==> src/design/ladrc_pkg.sv <==
// ----------------------------------------------------------------------------
// ladrc_pkg: shared types, constants and helpers for the LADRC speed loop
// Fixed-point formats, register codes, sequencer states and saturating math.
// ----------------------------------------------------------------------------
package ladrc_pkg;

  localparam int DATA_W    = 32;
  localparam int FRAC_W    = 16;
  localparam int PERIOD_W  = 32;
  localparam int GAIN_W    = 31;
  localparam int QUO_W     = DATA_W - 1;
  localparam int CFG_IDX_W = 3;

  typedef logic signed [DATA_W-1:0] data_t;
  typedef logic signed [DATA_W:0]   wide_t;
  typedef logic [DATA_W-1:0]        mag_t;
  typedef logic [GAIN_W-1:0]        gain_t;
  typedef logic [PERIOD_W-1:0]      period_t;

  localparam mag_t    MAG_MAX    = 32'h7FFF_FFFF;
  localparam data_t   DATA_MAX   = 32'sh7FFF_FFFF;
  localparam data_t   DATA_MIN   = 32'sh8000_0000;
  localparam period_t PERIOD_RST = 32'd4294967;
  localparam data_t   PLANT_RST  = 32'sd65536;
  localparam gain_t   GAIN_RST   = 31'd65536;

  typedef enum logic [CFG_IDX_W-1:0] {
    CFG_PERIOD = 3'd0,
    CFG_PLANT  = 3'd1,
    CFG_CTRL   = 3'd2,
    CFG_OBS    = 3'd3,
    CFG_LIMIT  = 3'd4
  } cfg_idx_t;

  typedef enum logic [4:0] {
    ST_IDLE,
    ST_BETA2,
    ST_BETA1E,
    ST_PLANT,
    ST_BETA2E,
    ST_D1A,
    ST_D1B,
    ST_TSD1,
    ST_TSD2,
    ST_Z1,
    ST_Z2,
    ST_U0,
    ST_WAIT,
    ST_NUM,
    ST_DIVSTART,
    ST_DIV,
    ST_OUT
  } state_t;

  typedef struct packed {
    wide_t a;
    wide_t b;
    logic  sh32;
  } mul_req_t;

  typedef struct packed {
    logic start;
    mag_t num_mag;
    mag_t den_mag;
  } div_req_t;

  typedef struct packed {
    logic done;
    logic over;
  } div_stat_t;

  function automatic data_t sat_wide(wide_t v);
    data_t r;
    if (v[DATA_W] != v[DATA_W-1]) begin
      r = v[DATA_W] ? DATA_MIN : DATA_MAX;
    end else begin
      r = v[DATA_W-1:0];
    end
    return r;
  endfunction

  function automatic data_t sat_add(data_t a, data_t b);
    return sat_wide(wide_t'(a) + wide_t'(b));
  endfunction

  function automatic data_t sat_sub(data_t a, data_t b);
    return sat_wide(wide_t'(a) - wide_t'(b));
  endfunction

  function automatic mag_t mag(data_t v);
    mag_t r;
    if (v[DATA_W-1]) begin
      r = mag_t'(-v);
    end else begin
      r = mag_t'(v);
    end
    return r;
  endfunction

endpackage

==> src/design/ladrc_mul.sv <==
// ----------------------------------------------------------------------------
// ladrc_mul: shared fixed-point multiplier
// Sign-magnitude 32x32 product, registered, then rounded and saturated into
// a second register.
// ----------------------------------------------------------------------------
module ladrc_mul import ladrc_pkg::*; (
  input  logic     clk,
  input  mul_req_t req,
  output data_t    res
);

  localparam int PROD_W  = 2 * DATA_W;
  localparam int SHIFT_W = PROD_W + 1 - FRAC_W;

  wide_t              abs_a;
  wide_t              abs_b;
  logic [PROD_W-1:0]  prod_r;
  logic               neg_r;
  logic               sh32_r;
  logic [PROD_W:0]    rnd;
  logic [SHIFT_W-1:0] shifted;
  data_t              res_nxt;
  data_t              res_r;

  assign abs_a = req.a[DATA_W] ? -req.a : req.a;
  assign abs_b = req.b[DATA_W] ? -req.b : req.b;

  always_ff @(posedge clk) begin
    prod_r <= abs_a[DATA_W-1:0] * abs_b[DATA_W-1:0];
    neg_r  <= req.a[DATA_W] ^ req.b[DATA_W];
    sh32_r <= req.sh32;
  end

  always_comb begin
    rnd = {1'b0, prod_r} + (sh32_r ? ((PROD_W+1)'(1) << (PERIOD_W - 1))
                                   : ((PROD_W+1)'(1) << (FRAC_W - 1)));
    if (sh32_r) begin
      shifted = SHIFT_W'(rnd[PROD_W:PERIOD_W]);
    end else begin
      shifted = rnd[PROD_W:FRAC_W];
    end
    if (neg_r) begin
      if (shifted > SHIFT_W'(MAG_MAX) + SHIFT_W'(1)) begin
        res_nxt = DATA_MIN;
      end else begin
        res_nxt = data_t'(SHIFT_W'(0) - shifted);
      end
    end else begin
      if (shifted > SHIFT_W'(MAG_MAX)) begin
        res_nxt = DATA_MAX;
      end else begin
        res_nxt = data_t'(shifted[DATA_W-1:0]);
      end
    end
  end

  always_ff @(posedge clk) begin
    res_r <= res_nxt;
  end

  assign res = res_r;

endmodule

==> config.mk <==
export PLATFORM = sky130hd
export DESIGN_NAME = ladrc_mul
export DESIGN_NICKNAME = d
export VERILOG_FILES = /design/src/design/ladrc_pkg.sv /design/src/design/ladrc_mul.sv
export SDC_FILE = /design/constraint.sdc
export NUM_CORES = 2
export LEC_CHECK = 0
export BUFFER_PORTS_ARGS = -buffer_cell sky130_fd_sc_hd__buf_2
export CELL_PAD_IN_SITES_DETAIL_PLACEMENT = 1
export CELL_PAD_IN_SITES_GLOBAL_PLACEMENT = 1
export CORE_ASPECT_RATIO = 0.9
export CORE_UTILIZATION = 25
export DETAILED_ROUTE_END_ITERATION = 10
export PLACE_DENSITY = 0.52
export SYNTH_ARGS = -nofsm -noshare
export SYNTH_HDL_FRONTEND = slang
export SYNTH_SLANG_ARGS = --single-unit
==> constraint.sdc <==
create_clock -name clk -period 12.25 [get_ports clk]
set_input_delay 1.225 -clock clk [delete_from_list [all_inputs] [get_ports clk]]
set_output_delay 1.225 -clock clk [all_outputs]
set_load 0.02 [all_outputs]
Word-level counts from Yosys, hierarchy flattened
Index checks and enable logic that the tools add are counted.
Widths: inputs -> output; s select.

storage, ports and cells
  output and inout port bits = 32
  input bits = 68
  register bits after elaboration = 98
  word-level logic and storage cells = 19

cells by class
  multipliers = 1
  add/sub/neg operators = 4
  $lt $le $gt $ge = 2
  bitwise logic cells = 1
  mux-type cells = 7

operators by type and width
  kind                   count
  $mux 32                6
  $add 64x32->65         1
  $mul 32x32->64         1
  $neg 32->32            2
  $gt 49x31->1 const B   1
  $gt 49x32->1 const B   1
  $mux 49                1
  $sub 1x32->32 const A  1
  $xor 1x1->1            1

Logic depth before layout (Yosys ltp)
  depth in word-level cells = 6
  mapped depth = 39
  mapped depth without buffers = 36

Worst setup path after synthesis
OpenSTA, ideal clock, no wires.

  kind = in2reg
  start point = input req[34] (netlist name)
  end point = register prod_r[63]
  buffers on the path = 1
  path slack = 0.663 ns
  stages = 34
  arrival = 11.515 ns
  setup time = 0.072 ns
  required time = 12.178 ns
  cell sequence = or4_1 -> or4_1 -> or4_1 -> inv_1 -> nand2_1 -> or3_1 -> o31ai_1 -> xnor2_1 -> clkbuf_1 -> nand2_1 -> inv_1 -> fa_1 -> inv_1 -> fa_1 -> inv_1 -> fa_1 -> fa_1 -> inv_1 -> fa_1 -> inv_1 -> fa_1 -> fa_1 -> fa_1 -> ha_1 -> a21o_1 -> a21o_1 -> a221o_1 -> a31oi_1 -> o21ai_0 -> a21o_1 -> o21ai_0 -> a21oi_1 -> a21oi_1 -> xnor2_1

between the ends
  cells in the longest elaborated chain, start to end = 3

RTL lines
  element                 line             RTL
  start: declaration      ladrc_mul.sv:8   input mul_req_t req,
  $neg 32->32             ladrc_mul.sv:25  assign abs_a = req.a[DATA_W] ? -req.a : req.a;
  $mux 32 (*)             ladrc_mul.sv:25
  $mul 32x32->64 (*)      ladrc_mul.sv:29  prod_r <= abs_a[DATA_W-1:0] * abs_b[DATA_W-1:0];
  end signal: assignment  ladrc_mul.sv:29
  end: declaration        ladrc_mul.sv:17  logic [PROD_W-1:0] prod_r;

Mark *: on every way between the ends. The rest lies on a longest branch, timed or not.

Worst setup path in the final report
  start point = input req[38] (netlist name)
  end point = register prod_r[63]

The elaborated chain is that of the path after synthesis.

==> results by group <==
Timing
  – Worst Tran Pin Value: about 1.3 ns
  – Final Cycle Share: 0.9551
  – Post-route setup slack: around 0.55 ns
  – RSZ-0062 raised after global routing: false
  – Slew Viols, Final: 0
  – Final setup viols: 0
  – Tmin final: between 10 and 15 ns
  – Hold Worst Slack: approximately 0.94 ns
  – Fmax achieved: roughly 85 MHz
  – Slew margin rel.: 0.1307
  – Final setup skew: between 0.015 and 0.02 ns
  – Fin. Hold Viols: 0

Critical path
  – WP data arrival: about 12 ns
  – Setup crit end kind: flop
  – CP max stage cell: or4_4
  – Top cell by count, worst path: fa_1
  – Crit path max fanout: 6
  – R2R Setup Slk: 6.50 ns
  – Critical path class: in -> reg
  – Crit path largest cell delay: approximately 0.57 ns
  – Worst EP required: around 13 ns
  – Startpoint types: primary input

Layout
  – Leading cell type in the layout, fill and taps excluded: fa_1
  – Net count reported at finish: ~6,100
  – Synthesis-to-finish area growth: 11.20%
  – Layout cell share with drive strength beyond 1: 0.09055
  – Commonest non-fill, non-tap cells in the layout: 1,077 x fa_1, 1,042 x inv_1, 610 x nand2_1

Worst hold path
  – Worst min path class: reg -> reg

Yosys
  – Syn Std Cell Area: 41,610 sq um
  – XOR/XNOR Fraction of Synth Area: 0.04603
  – Post-synthesis mux area share: 0.006073
  – Synth Area in Compound Gates: 0.06004
  – Cells after Synth: around 4,700
  – Simple-gate share of the synthesized area: 0.1575
  – Synth Register Bits: 83
  – Largest family of logic cells by synthesized area: adder cells
  – Mean Syn Cell Area: about 8.9 sq um
  – Sequential share of the synthesized area: 0.03993
  – Synth Flop Type: dfxtp_1
  – YS warnings: 0
  – Fraction of registers with async set/reset: 0
  – Post-synth EDFFs: 0
  – Cell variety after synth: between 90 and 100
  – Syn nets: about 6,000
  – Area share of fa/ha/maj cells after synthesis: 0.5759

Die
  – Die area: about 170,000 sq um
  – Row cnt: around 140
  – Die Ht: just under 400 um
  – Initial Util: 0.2526
  – Ports: 100
  – Core ar.: approximately 160,000 sq um
  – Chip Width: 432.1 um

CTS
  – Bufs on Longest Clock Path: 2
  – Inserted Clock Buffers: 9
  – Reg clk slew, reported paths: roughly 0.07 ns
  – Setup bufs post-CTS: 0
  – Worst-Skew Late Latency: 0.38 ns
  – Clk sink count: 83
  – H-tree levels: 3
  – Post-CTS Hold Buffers: 0
  – CTS resizes: 0
  – CTS tree: yes
  – Clk root buf: clkbuf_16

GRT
  – Vias in the first global route: 37,040
  – First-pass GRT wire length: 244,900 um
  – Grt ovf: 0
  – Largest net degree at the start of global routing: 66
  – Initial antenna violation count: 10
  – Tot GR Track Use: 0.1968

Drt
  – Vias per cell: between 4 and 5
  – WL/cell: about 23 um
  – Drt first pass iters: 5
  – DR vias: ~32,000
  – WL final: around 160,000 um
  – Post-route antenna net violation count: 0
  – Initial DRC count: between 1,500 and 2,000
  – DRC viols: 0

Placed design
  – Hpwl dp: about 140,000 um
  – IO Port Bufs: 99
  – Pre-CTS setup slack: -0.3558 ns
  – Routability cong.: a little under 0.9

Run status
  – Outcome: complete, no violations

Job
  – Number of max-cap violations: 0
==> synthesized netlist by cell type (25+ instances only) <==
cell type	n	area, sq um
nand2_1	610	2290
fa_1	1081	21640
and2_1	35	219.0
ha_1	186	2327
xnor2_1	119	1042
a21o_1	30	225.2
o21ai_0	59	295.3
inv_1	1042	3911
dfxtp_1	83	1662
a21oi_1	64	320.3
nand4_1	30	187.7
nor4_1	25	156.4
nor2_1	563	2113
clkbuf_1	175	656.9
nand3_1	47	235.2
nor3_1	53	265.3
xor2_1	96	840.8
==> worst max-delay path, delay by kind of cell <==
family                     cells  cell delay [ns]
and+or+nand+nor                8             2.98
AOI/OAI and AO/OA              8             1.82
buffers and inverters          6             0.87
xor gates and xnor gates       2             0.58
adders and majority gates      9             4.50
==> cell families after synthesis <==
logic type / after synthesis
and+or+nand+nor: 1506
adders and majority gates: 1267
buffers and inverters: 1246
AOI/OAI and AO/OA: 340
xor gates and xnor gates: 217
DFF: 83
muxes: 24
==> registers in the layout (all words and copies together), names as in the netlist <==
register,cells
prod_r,49
neg_r,1
res,32
sh32_r,1
==> layer usage <==
metal / wire, um / vias to the layer above / track usage
li1: - / 14140 / -
met1: 73810 / 17640 / 0.2674
met2: 76780 / 523 / 0.3365
met3: 6436 / 118 / 0.02156
met4: 3266 / 4 / 0.03907
met5: 27 / - / 0
==> worst paths after layout <==
| kind | cells after the start | endpoint | startpoint |
|---|---|---|---|
| max | 33 | prod_r[63] | req[38] |
| min | 2 | res[20] | neg_r |
| max reg2reg | 13 | res[14] | sh32_r |
| min reg2reg | 2 | res[20] | neg_r |
==> area by class of cell <==
class | count | area (sq um)
fill | 19390 | 118500
antenna | 5 | 12.51
tap | 2216 | 2773
inverter | 1043 | 3915
sequential | 83 | 1664
clock buffer | 10 | 239.0
timing repair buffer | 275 | 1854
clock inverter | 6 | 70.07
multi-input combinational | 3354 | 35750
==> metrics by stage <==
| step | TNS (ns) | util | cell area, sq um | cells |
|---|---|---|---|---|
| after global routing | 0 | 0.2808 | 46260 | 6987 |
| after floorplan | 0 | - | 41610 | 4683 |
| after detailed placement | -1.168 | 0.2788 | 45930 | 6971 |
| final | 0 | 0.2808 | 46270 | 6992 |
| after CTS | 0 | 0.2806 | 46240 | 6987 |
| after global placement | -0.3995 | 0.2788 | 45930 | 6971 |
Power is not shown: default switching activity piles up to over one toggle a cycle in this logic, so the estimate is an artifact.
