[config.mk]
export PLATFORM = sky130hd
export DESIGN_NAME = ladrc_div
export DESIGN_NICKNAME = d
export VERILOG_FILES = /design/src/design/ladrc_pkg.sv /design/src/design/ladrc_div.sv
export SDC_FILE = /design/constraint.sdc
export NUM_CORES = 1
export LEC_CHECK = 0
export ABC_CLOCK_PERIOD_IN_PS = 7300
export BUFFER_PORTS_ARGS = -buffer_cell sky130_fd_sc_hd__buf_2
export CORE_MARGIN = 2
export CORE_UTILIZATION = 35
export CTS_BUF_LIST = sky130_fd_sc_hd__clkbuf_8
export CTS_CLUSTER_DIAMETER = 30
export CTS_CLUSTER_SIZE = 20
export DETAILED_ROUTE_END_ITERATION = 12
export HOLD_SLACK_MARGIN = 0.05
export MAX_ROUTING_LAYER = met4
export PLACE_DENSITY = 0.53
export SETUP_SLACK_MARGIN = 0.4
export SYNTH_ARGS = -nofsm -noshare
export SYNTH_HDL_FRONTEND = slang
export SYNTH_SLANG_ARGS = --single-unit
[constraint.sdc]
create_clock -name clk -period 7.3 [get_ports clk]
set_clock_uncertainty 0.15 [all_clocks]
set_input_delay 1.095 -clock clk [delete_from_list [all_inputs] [get_ports clk]]
set_output_delay 1.095 -clock clk [all_outputs]
set_load 0.01 [all_outputs]
[src/design/ladrc_pkg.sv]
// ----------------------------------------------------------------------------
// ladrc_pkg: shared types, constants and helpers for the LADRC speed loop
// Fixed-point formats, register codes, sequencer states and saturating math.
// ----------------------------------------------------------------------------
package ladrc_pkg;

  localparam int DATA_W    = 32;
  localparam int FRAC_W    = 16;
  localparam int PERIOD_W  = 32;
  localparam int GAIN_W    = 31;
  localparam int QUO_W     = DATA_W - 1;
  localparam int CFG_IDX_W = 3;

  typedef logic signed [DATA_W-1:0] data_t;
  typedef logic signed [DATA_W:0]   wide_t;
  typedef logic [DATA_W-1:0]        mag_t;
  typedef logic [GAIN_W-1:0]        gain_t;
  typedef logic [PERIOD_W-1:0]      period_t;

  localparam mag_t    MAG_MAX    = 32'h7FFF_FFFF;
  localparam data_t   DATA_MAX   = 32'sh7FFF_FFFF;
  localparam data_t   DATA_MIN   = 32'sh8000_0000;
  localparam period_t PERIOD_RST = 32'd4294967;
  localparam data_t   PLANT_RST  = 32'sd65536;
  localparam gain_t   GAIN_RST   = 31'd65536;

  typedef enum logic [CFG_IDX_W-1:0] {
    CFG_PERIOD = 3'd0,
    CFG_PLANT  = 3'd1,
    CFG_CTRL   = 3'd2,
    CFG_OBS    = 3'd3,
    CFG_LIMIT  = 3'd4
  } cfg_idx_t;

  typedef enum logic [4:0] {
    ST_IDLE,
    ST_BETA2,
    ST_BETA1E,
    ST_PLANT,
    ST_BETA2E,
    ST_D1A,
    ST_D1B,
    ST_TSD1,
    ST_TSD2,
    ST_Z1,
    ST_Z2,
    ST_U0,
    ST_WAIT,
    ST_NUM,
    ST_DIVSTART,
    ST_DIV,
    ST_OUT
  } state_t;

  typedef struct packed {
    wide_t a;
    wide_t b;
    logic  sh32;
  } mul_req_t;

  typedef struct packed {
    logic start;
    mag_t num_mag;
    mag_t den_mag;
  } div_req_t;

  typedef struct packed {
    logic done;
    logic over;
  } div_stat_t;

  function automatic data_t sat_wide(wide_t v);
    data_t r;
    if (v[DATA_W] != v[DATA_W-1]) begin
      r = v[DATA_W] ? DATA_MIN : DATA_MAX;
    end else begin
      r = v[DATA_W-1:0];
    end
    return r;
  endfunction

  function automatic data_t sat_add(data_t a, data_t b);
    return sat_wide(wide_t'(a) + wide_t'(b));
  endfunction

  function automatic data_t sat_sub(data_t a, data_t b);
    return sat_wide(wide_t'(a) - wide_t'(b));
  endfunction

  function automatic mag_t mag(data_t v);
    mag_t r;
    if (v[DATA_W-1]) begin
      r = mag_t'(-v);
    end else begin
      r = mag_t'(v);
    end
    return r;
  endfunction

endpackage

[src/design/ladrc_div.sv]
// ----------------------------------------------------------------------------
// ladrc_div: restoring divider for the drive quotient
// Forms (num << FRAC_W) / den one bit per cycle; flags quotients that
// cannot fit in QUO_W bits without iterating.
// ----------------------------------------------------------------------------
module ladrc_div import ladrc_pkg::*; (
  input  logic             clk,
  input  logic             rst_n,
  input  div_req_t         req,
  output div_stat_t        stat,
  output logic [QUO_W-1:0] quo
);

  localparam int NUM_W  = DATA_W + FRAC_W;
  localparam int HEAD_W = NUM_W - QUO_W;
  localparam int CNT_W  = $clog2(QUO_W + 1);

  logic [NUM_W-1:0]  dvd;
  logic [HEAD_W-1:0] head;
  logic [DATA_W:0]   trial;
  logic [DATA_W:0]   diff;
  logic              fits;

  logic              busy_r, busy_nxt;
  logic              done_r, done_nxt;
  logic              over_r, over_nxt;
  logic [CNT_W-1:0]  cnt_r, cnt_nxt;
  mag_t              rem_r, rem_nxt;
  logic [QUO_W-1:0]  low_r, low_nxt;
  logic [QUO_W-1:0]  quo_r, quo_nxt;

  assign dvd   = {req.num_mag, FRAC_W'(0)};
  assign head  = dvd[NUM_W-1:QUO_W];
  assign trial = {rem_r, low_r[QUO_W-1]};
  assign diff  = trial - {1'b0, req.den_mag};
  assign fits  = trial >= {1'b0, req.den_mag};

  always_comb begin
    busy_nxt = busy_r;
    done_nxt = 1'b0;
    over_nxt = over_r;
    cnt_nxt  = cnt_r;
    rem_nxt  = rem_r;
    low_nxt  = low_r;
    quo_nxt  = quo_r;
    if (req.start) begin
      if (DATA_W'(head) >= req.den_mag) begin
        done_nxt = 1'b1;
        over_nxt = 1'b1;
      end else begin
        busy_nxt = 1'b1;
        over_nxt = 1'b0;
        cnt_nxt  = CNT_W'(QUO_W);
        rem_nxt  = DATA_W'(head);
        low_nxt  = dvd[QUO_W-1:0];
        quo_nxt  = '0;
      end
    end else if (busy_r) begin
      rem_nxt = fits ? diff[DATA_W-1:0] : trial[DATA_W-1:0];
      low_nxt = {low_r[QUO_W-2:0], 1'b0};
      quo_nxt = {quo_r[QUO_W-2:0], fits};
      cnt_nxt = cnt_r - CNT_W'(1);
      if (cnt_r == CNT_W'(1)) begin
        busy_nxt = 1'b0;
        done_nxt = 1'b1;
      end
    end
  end

  always_ff @(posedge clk) begin
    if (!rst_n) begin
      busy_r <= 1'b0;
      done_r <= 1'b0;
      cnt_r  <= '0;
    end else begin
      busy_r <= busy_nxt;
      done_r <= done_nxt;
      cnt_r  <= cnt_nxt;
    end
  end

  always_ff @(posedge clk) begin
    over_r <= over_nxt;
    rem_r  <= rem_nxt;
    low_r  <= low_nxt;
    quo_r  <= quo_nxt;
  end

  assign stat.done = done_r;
  assign stat.over = over_r;
  assign quo       = quo_r;

endmodule

-- Word-level counts from Yosys, hierarchy flattened
Cells that the tools add are included.
- output and inout bits: 33
- flip-flop bits (word level): 102
- word-level logic and storage cells: 36
- muxes and demuxes: 21
- order comparisons: 2
- reductions and logical operators: 2
- equality and inequality tests: 2
- add/sub/neg operators: 2
- operator list (operator ; number):
    2-to-1 mux 31 bit ; 6
    2-to-1 mux 32 bit ; 4
    greater-or-equal comparator 33 x 32 -> 1 bit ; 1
    greater-or-equal comparator 17 x 32 -> 1 bit ; 1
    subtractor 32 bit ; 1
    2-to-1 mux 5 bit ; 3
    2-to-1 mux 1 bit ; 8
    equality test 5 x 1 -> 1 bit, second input constant ; 1
    subtractor 5 x 1 -> 5 bit, second input constant ; 1
    inequality test 2 bit, second input constant ; 1
    AND reduction 2 bit ; 1
    nonzero test 2 bit ; 1

-- Longest topological paths before layout
- word-level depth: 4
- depth in mapped cells: 13

-- Least setup slack after synthesis
OpenSTA, ideal clock, no wires.
- kind: input-to-reg
- start: input req[13] (netlist name)
- end: register low_r[16], enable pin
- arrival: 4447 ps
- buffers on the path: 0
- cell stages on the path: 9
- slack: 2259 ps
- library setup time: 444 ps
- path through: inv_1 > ha_1 > a21o_1 > a21o_1 > a211o_1 > nor4b_1 > o31ai_1 > nand4_1 > o21a_1
- word-level cells in the longest chain between the ends: 3
- RTL lines (item ; line ; RTL):
    start: declaration ; ladrc_div.sv:9 ; input div_req_t req,
    greater-or-equal comparator 17 x 32 -> 1 bit ; ladrc_div.sv:47 ; if (DATA_W'(head) >= req.den_mag) begin
    inequality test 2 bit (no line) ; n/a ;
    AND reduction 2 bit (no line) ; n/a ;
    end signal: assignment ; ladrc_div.sv:85 ; low_r <= low_nxt;
    end: declaration ; ladrc_div.sv:29 ; logic [QUO_W-1:0] low_r, low_nxt;
Every way passes these cells.
A chain may end at the register's enable or synchronous reset.

-- Final worst setup path
- start: input req[16] (netlist name)
- end: register rem_r[12], data pin
- word-level cells in the longest chain between the ends: 4
- RTL lines (item ; line ; RTL):
    greater-or-equal comparator 33 x 32 -> 1 bit ; ladrc_div.sv:36 ; assign fits = trial >= {1'b0, req.den_mag};
    2-to-1 mux 32 bit ; ladrc_div.sv:59 ; rem_nxt = fits ? diff[DATA_W-1:0] : trial[DATA_W-1:0];
    2-to-1 mux 32 bit ; ladrc_div.sv:58 ; end else if (busy_r) begin
    2-to-1 mux 32 bit ; ladrc_div.sv:46 ; if (req.start) begin
    named net rem_nxt[12] ; ladrc_div.sv:28 ; mag_t rem_r, rem_nxt;
    end signal: assignment ; ladrc_div.sv:84 ; rem_r <= rem_nxt;
    end: declaration ; ladrc_div.sv:28 ;
The timed path passes the listed nets, and every way through them passes these cells. The select of a mux whose other input is x is not followed.

==> run_results.csv <==
group,metric,value,unit
setup_path,r2r_setup_slack,3.56,ns
sta,period_needed,4.123,ns
synth,synth_seq_area_share,41.16,%
final_layout,seq_area,2512,µm²
sta,worstMarginPinSlew,1.212,ns
sta,whs,0.3753,ns
floorplan,die_h,136.1,µm
floorplan,die_area,18510,µm²
setup_path,rr_startpoint,"rem_r[15]",
pwr,p_total,1904,µW
setup_path,path_max_fanout,18,
global_routing,grt_max_degree,81,
synth,synth_flop_cell,"edfxtp_1",
place,io_buffers,99,
clock_network,cts_setup_buffers,0,
setup_path,rr_worst_depth,9,
floorplan,initial_core_util,35.53,%
clock_network,cts_tree,"yes",
setup_path,arrival,4.12,ns
setup_path,crit_path_cell_trace,"buf_2 > inv_1 > ha_1 > a21oi_1 > o21ai_0 > o41a_1 > nand3_1 > and3_1 > buf_4 > nor2_1 > a221o_1",
global_routing,grt_usage,17.82,%
sta,slew_headroom,19.20,%
pwr,intPower,1145,µW
global_routing,grt_pass1_wl,25.09,mm
worst_hold_path,hold_class,"flop to flop",
synth,synth_most_common_cell,"edfxtp_1",
pwr,clkPwrFrac,19.8,%
clock_network,clk_pin_slew,0.11,ns
pwr,p_sw,759.1,µW
synth,synth_edf_count,79,
drt,drtAntennaViolNets,0,
synth,synth_seq_cells,86,
run_status,status,"complete, no violations",
synth,synth_cells,637,
worst_hold_path,hold-path-endpoint,"cnt_r[3]",
drt,firstDrtPassIters,5,
pwr,p_leak,0.003090,µW
clock_network,cts-root-buf,"clkbuf_8",
synth,ys_types,64,
final_layout,multi_input_area,3249,µm²
final_layout,layout.nets,835,
floorplan,rows,48,
setup_path,cp.required,7.29,ns
synth,async_flop_share,0,%
clock_network,holdBufCountCts,0,
synth,synth_common_cells,"79 x edfxtp_1, 72 x nand2_1, 51 x ha_1",
synth,synthTopCellsByArea,"edfxtp_1 39%, ha_1 10%, nand2_1 4.4%",
drt,wl_per_cell,16.85,µm
synth,syn_nets,756,
worst_hold_path,hold_depth,1,
pwr,ir_worst_vdd,0.09593,mV
floorplan,die_w,136.1,µm
clock_network,htree_levels,3,
synth,synth_area_per_cell,9.581,µm²
sta,timing.final.crit_share,56.47,%
final_layout,syn_to_final_growth,13.69,%
final_layout,fin_util,40.40,%
setup_path,slowest_delay,0.63,ns
synth,yosys_warnings,0,
sta,hold_viol,0,
pwr,seqPwrFrac,36.3,%
floorplan,core_area,17180,µm²
floorplan,io_pins,100,
global_routing,antenna_found_initial,1,
run,cap_viol_max_count,0,
clock_network,clk_path_buf_depth,2,
sta,setup_viol,0,
worst_hold_path,hold_start,"cnt_r[3]",
setup_path,start_kind,"input port",
drt,drtIter0Drc,312,
pwr,powerDensity,274.4,nW/µm²
global_routing,first_global_vias,4971,
clock_network,worstSkewPairLatency,0.38,ns
pwr,power_frac_comb,43.8,%
setup_path,path_class,"input port to flop",
global_routing,grt_overflow,0,
sta,fmax,242.6,MHz
setup_path,crit_slowest_cell,"and3_1",
drt,vias,5028,
place,dp.final_hpwl,11.64,mm
clock_network,cts.repair.resized,0,
setup_path,r2r_end,"rem_r[12]",
final_layout,drive_above_1_share,20.25,%
setup_path,end_kind,"flop",
clock_network,cts_sinks,86,
sta,drv_slew,0,
place,gp_congestion,0.8844,
drt,drc,0,
clock_network,cts_made_buffers,9,
sta,setup_tns,0,ns
synth,synth_area,6103,µm²
pwr,p_sw_share,39.86,%
sta,rsz0062_at_grt,"no",
drt,via_per_inst,5.309,
final_layout,fillers,1810,
drt,finalWirelength,15.96,mm
synth,post-synth-top-area-fraction,38.87,%
synth,yosys.area.top_type,"edfxtp_1",
[worst max-delay path by stage]
stage,startpoint,to,slack (ns),cells after the start
after floorplan,req[13],low_r[16],2.26,9
after global placement,req[12],rem_r[12],2.87,12
after detailed placement,req[16],rem_r[12],2.80,11
after CTS,req[16],rem_r[12],3.22,11
after global routing,req[12],rem_r[12],2.97,12
final,req[16],rem_r[12],3.18,11
[cell families after synthesis]
logic type / share of synthesized area [%]
xor gates and xnor gates: 2.583
and+or+nand+nor: 19.17
muxes: 3.424
buffers and inverters: 5.719
AOI/OAI and AO/OA: 17.16
DFF: 41.16
adders and majority gates: 10.78
[power groups by stage]
stage / Combinational, µW / Clock, µW / Sequential (µW)
finish: 834 / 378 / 692
global route: 932 / 406 / 703
CTS: 831 / 388 / 692
detailed placement: 828 / 0 / 701
global placement: 821 / 0 / 701
floorplan: 640 / 0 / 694
[registers in the layout (all words and copies together), names as in the netlist]
| name | count |
|---|---|
| rem_r | 32 |
| over_r | 1 |
| low_r | 15 |
| busy_r | 1 |
| done_r | 1 |
| cnt_r | 5 |
| quo | 31 |
[cells in the final DEF (no fill, tap or decap), drive strengths merged, types with 4 or more instances in the layout]
master / Yosys / routed
o21ai: 19 / 19
mux2i: 4 / 4
xor2: 4 / 4
nor2: 36 / 36
nand3: 22 / 22
a21oi: 46 / 46
nor3: 6 / 6
a31oi: 21 / 21
nor2b: 34 / 34
a211oi: 6 / 6
nand2: 72 / 72
a21boi: 6 / 6
nor4: 8 / 8
a21o: 22 / 22
or3: 4 / 4
edfxtp: 79 / 79
nand4: 13 / 13
buf: 23 / 103
inv: 41 / 46
ha: 51 / 51
mux2: 15 / 15
xnor2: 14 / 14
and3: 15 / 15
o21bai: 6 / 6
clkbuf: 12 / 9
dfxtp: 7 / 7
[cell type report]
class / count / share of cell area, %
clock inverters: 7 / 1.244
diodes: 1 / 0.03606
inverters: 42 / 2.272
repair buffers: 103 / 7.573
well taps: 225 / 4.057
flip-flops and latches: 86 / 36.21
multi-input cells: 474 / 46.83
clock buffers: 9 / 1.785
[worst max-delay path: cells and delay by family]
family                   cells  cell delay, ns
adder cells (fa/ha/maj)      1            0.41
AND/OR/NAND/NOR              3            0.85
buffers and inverters        3            0.50
AO/OA/AOI/OAI                4            1.25
[metal layers]
layer	vias up	GRT usage (%)	part of all wire [%]
li1	2503	-	-
met1	2371	23.60	49
met2	132	27.02	45
met3	22	3.095	4.0
met4	0	7.234	2.3
met5	-	-	0
[stage by stage]
stage | area, µm² | setup slack (ns) | std cells
after CTS | 6937 | 3.222 | 946
final | 6939 | 3.177 | 947
after floorplan | 6103 | 2.259 | 637
after detailed placement | 6726 | 2.800 | 930
after global routing | 6939 | 2.971 | 947
after global placement | 6726 | 2.874 | 930
Power figures use the tool's default switching activity.
